`src/rtl/edib_ram.sv`:
```
// Generic simple dual-port RAM: one write port, one read port, registered read.
// No dependencies.
`default_nettype none

module edib_ram #(
	parameter int WIDTH = 8,
	parameter int DEPTH = 16
) (
	input  wire logic                                   clk,
	input  wire logic                                   we,
	input  wire logic [(DEPTH > 1 ? $clog2(DEPTH) : 1)-1:0] waddr,
	input  wire logic [WIDTH-1:0]                       wdata,
	input  wire logic [(DEPTH > 1 ? $clog2(DEPTH) : 1)-1:0] raddr,
	output logic      [WIDTH-1:0]                       rdata
);

	logic [WIDTH-1:0] mem_q [DEPTH];

	// write port and registered read port
	always_ff @(posedge clk) begin
		if (we) begin
			mem_q[waddr] <= wdata;
		end
		rdata <= mem_q[raddr];
	end

endmodule

`default_nettype wire

```
`config.mk`:
```
export PLATFORM = sky130hd
export DESIGN_NAME = edib_ram
export DESIGN_NICKNAME = d
export VERILOG_FILES = /design/src/rtl/edib_ram.sv
export SDC_FILE = /design/constraint.sdc
export NUM_CORES = 1
export LEC_CHECK = 0
export BUFFER_PORTS_ARGS = -buffer_cell sky130_fd_sc_hd__buf_2
export CAP_MARGIN = 20
export CORE_MARGIN = 2
export CORE_UTILIZATION = 40
export DETAILED_ROUTE_END_ITERATION = 12
export PLACE_DENSITY = 0.59
export SETUP_SLACK_MARGIN = 0.5
export SLEW_MARGIN = 20
export SYNTH_ARGS = -nofsm -noshare
export SYNTH_HDL_FRONTEND = slang
export SYNTH_SLANG_ARGS = --single-unit
```
`constraint.sdc`:
```
create_clock -name clk -period 5.2 [get_ports clk]
set_input_delay 1.04 -clock clk [delete_from_list [all_inputs] [get_ports clk]]
set_output_delay 1.04 -clock clk [all_outputs]
set_load 0.02 [all_outputs]
```
==> impl_metrics.csv <==
group,metric,value,unit
outcome,outcome,"complete, no violations",
die,start_util,41.0,%
logic_synthesis,syn_area,5150,um^2
worst_setup_path,cp-start-kind,"input pin",
global_routing,overflow,0,
worst_setup_path,crit_family,"multiplexers",
power_and_ir_drop,p_comb_share,4.6,%
logic_synthesis,syn_inst,229,
clock_tree,clock-sinks,136,
worst_setup_path,worstPathCellList,"buf_2 -> buf_4 -> mux4_1 -> a22oi_1 -> nand2_1",
worst_setup_path,reg2reg_depth,3,
logic_synthesis,synth_seq_area_share,77.8,%
run,cap_violations,0,
clock_tree,post_cts_buffers,0,
worst_setup_path,critPathArrivalTime,2.65,ns
clock_tree,cts_inserted_buffers,17,
worst_setup_path,timing.rr.start,"mem_q[5][1]",
finish,nets,284,
timing,fin_skew,0.00516,ns
power_and_ir_drop,sw_frac_of_total,19.1,%
clock_tree,cts-htree-levels,4,
logic_synthesis,synth_top_area_cell,"edfxtp_1",
worst_setup_path,cp_max_fo,32,
worst_hold_path,min-delay-start,"mem_q[14][6]",
global_routing,grt_pass1_vias,2369,
clock_tree,clk_pin_slew,0.05,ns
detailed_routing,drc_errors,0,
detailed_routing,drtPass1Iterations,4,
logic_synthesis,synthTopCellsByArea,"edfxtp_1 (75%), mux4_2 (7.9%), mux4_1 (7.1%)",
die,die_y,117,um
detailed_routing,wire_per_inst,20.4,um
global_routing,grt_pass1_wl,14200,um
power_and_ir_drop,p_sw,0.471,mW
logic_synthesis,yosys.area.top_type_share,74.7,%
worst_hold_path,min_path_cells,3,
worst_setup_path,crit_type,"input pin to flip-flop",
finish,antennaDiodeCount,0,
clock_tree,worstSkewPairLatency,0.41,ns
die,dieArea,13800,um^2
global_routing,grt_max_degree,33,
logic_synthesis,synth-seq-cells,136,
detailed_routing,vias,2297,
die,ios,26,
finish,fill_cells,1026,
die,rows,41,
finish,layout-drive-gt1-share,26.5,%
power_and_ir_drop,ir_worst_vdd,241,uV
worst_setup_path,max_stage_delay,0.68,ns
timing,final-hold-violation-count,0,
timing,finalSetupTns,0,ns
detailed_routing,drt_iter0_drc,216,
global_routing,antenna_found_initial,0,
timing,period_minus_slack,2.36,ns
detailed_routing,antenna_left,0,
timing,timing.final.crit_share,45.3,%
die,die_w,117,um
worst_setup_path,cp_num_buf_inv,2,
logic_synthesis,syn-num-nets,247,
clock_tree,cts_tree,"done",
logic_synthesis,ys_types,19,
worst_setup_path,critPathSlowestCell,"mux4_1",
placement,place.gp.congestion,0.702,
worst_setup_path,cp-end-kind,"flip-flop",
worst_setup_path,r2r-end,"rdata[1]",
timing,slew_headroom,35.1,%
worst_setup_path,crit_cells,5,
worst_hold_path,hold-path-endpoint,"rdata[6]",
clock_tree,hold_buffers,0,
timing,slew_viol_final,0,
power_and_ir_drop,p_seq_share,50.1,%
detailed_routing,avgViaCountPerCell,5.09,
worst_hold_path,worst_hold_path_type,"flip-flop to flip-flop",
detailed_routing,wl,9200,um
logic_synthesis,syn_avg_cell_area,22.5,um^2
timing,worst_slew_pin_slew,0.970,ns
die,core_area,12600,um^2
power_and_ir_drop,power.density,411,nW/um^2
finish,syn2layout_area_growth,16.5,%
clock_tree,postCtsResizedCells,0,
placement,place.detailed.hpwl,5570,um
worst_setup_path,r2r_slack,3.82,ns
clock_tree,cts-root-buf,"clkbuf_16",
global_routing,globalRouteTotalUtil,14.5,%
power_and_ir_drop,p_clk_share,45.3,%
placement,portBuffers,25,
timing,holdWs,0.661,ns
logic_synthesis,yosysWarnings,0,
worst_setup_path,worstPathRequired,5.50,ns
power_and_ir_drop,power_leakage,1.99,nW
timing,fmax,424,MHz
timing,rsz0062_at_grt,"false",
timing,setup_violations,0,
clock_tree,clock_path_buffers,2,
power_and_ir_drop,internal-power,1.99,mW
-- worst register-to-register path, delay by kind of cell, from the launching register on --
kind / cells / cell delay, ns
compound gates: 1 / 0.25
flops: 1 / 0.37
mux: 1 / 0.54
simple gates: 1 / 0.11
-- how the worst max path moves through the flow --
stage	start	to	slack [ns]
2_1_floorplan	waddr[2]	mem_q[0][0]	2.67
3_3_place_gp	waddr[2]	mem_q[0][4]	2.30
3_5_place_dp	waddr[2]	mem_q[0][0]	2.25
4_1_cts	waddr[2]	mem_q[0][0]	2.68
5_1_grt	raddr[0]	rdata[3]	2.73
6_report	raddr[0]	rdata[2]	2.84
-- Yosys cell counts, drive strengths merged --
library cell and number:
a22oi 16, and2 1, and2b 1, buf 7
clkdlybuf4s25 3, dfxtp 8, edfxtp 128, mux4 32
nand2 9, nand2b 2, nand3 1, nand3b 2
nor2 13, nor2b 1, nor3 4, or3b 1
-- power by group through the flow --
stage                     Clock, mW  Combinational [mW]  Sequential (mW)
after floorplan                   0              0.0622             1.26
after global placement            0               0.114             1.25
after detailed placement          0               0.115             1.25
after CTS                      1.14               0.116             1.23
after global routing           1.19               0.123             1.23
final                          1.12               0.113             1.23
-- per-layer routing --
layer,up-vias,global-route usage (%),wire length (um),part of all wire (%)
met3,13,4.52,456,5.0
met4,0,6.10,144,1.6
met5,-,0,0,0
li1,1049,-,-,-
met1,1177,18.8,4000,43
met2,58,22.7,4600,50
-- cell usage in the layout (no fill, tap or decap), drive strengths merged, types with 2 or more instances in the layout --
cell and instances:
a22oi 16, nor2 13, nand2b 2, dfxtp 8
nor3 4, mux4 32, buf 28, edfxtp 128
clkbuf 29, nand3b 2, clkinv 2, nand2 9
-- through the flow --
| step | util (%) | worst slack [ns] | power [mW] | cells | cell area (um^2) |
|---|---|---|---|---|---|
| floorplan | - | 2.67 | 1.32 | 229 | 5150 |
| global placement | 43.2 | 2.30 | 1.37 | 419 | 5430 |
| detailed placement | 43.2 | 2.25 | 1.37 | 419 | 5430 |
| CTS | 47.7 | 2.68 | 2.49 | 451 | 5990 |
| global route | 47.7 | 2.73 | 2.54 | 451 | 5990 |
| finish | 47.7 | 2.84 | 2.46 | 451 | 5990 |
-- area by class of cell --
class                   instances  area [um^2]  share of cell area (%)
flip-flops and latches        136         4000                    66.8
multi-input cells              83         1070                    17.8
repair buffers                 28          148                    2.46
well taps                     172          215                    3.59
clock inverters                 3         40.0                   0.668
clock buffers                  29          520                    8.68
-- cells by family (layout without fill, tap and decap cells) --
| kind of cell | Yosys count | count (layout) | share of synthesized area [%] |
|---|---|---|---|
| AO/OA/AOI/OAI | 16 | 16 | 2.33 |
| flip-flops | 136 | 136 | 77.8 |
| multiplexers | 32 | 32 | 15.0 |
| AND/OR/NAND/NOR | 35 | 35 | 3.18 |
| buffers and inverters | 10 | 60 | 1.68 |
-- registers in the layout (all words and copies together) (netlist names) --
signal,cells
mem_q,128
rdata,8
Note: power is estimated with default switching activity, not from simulation.
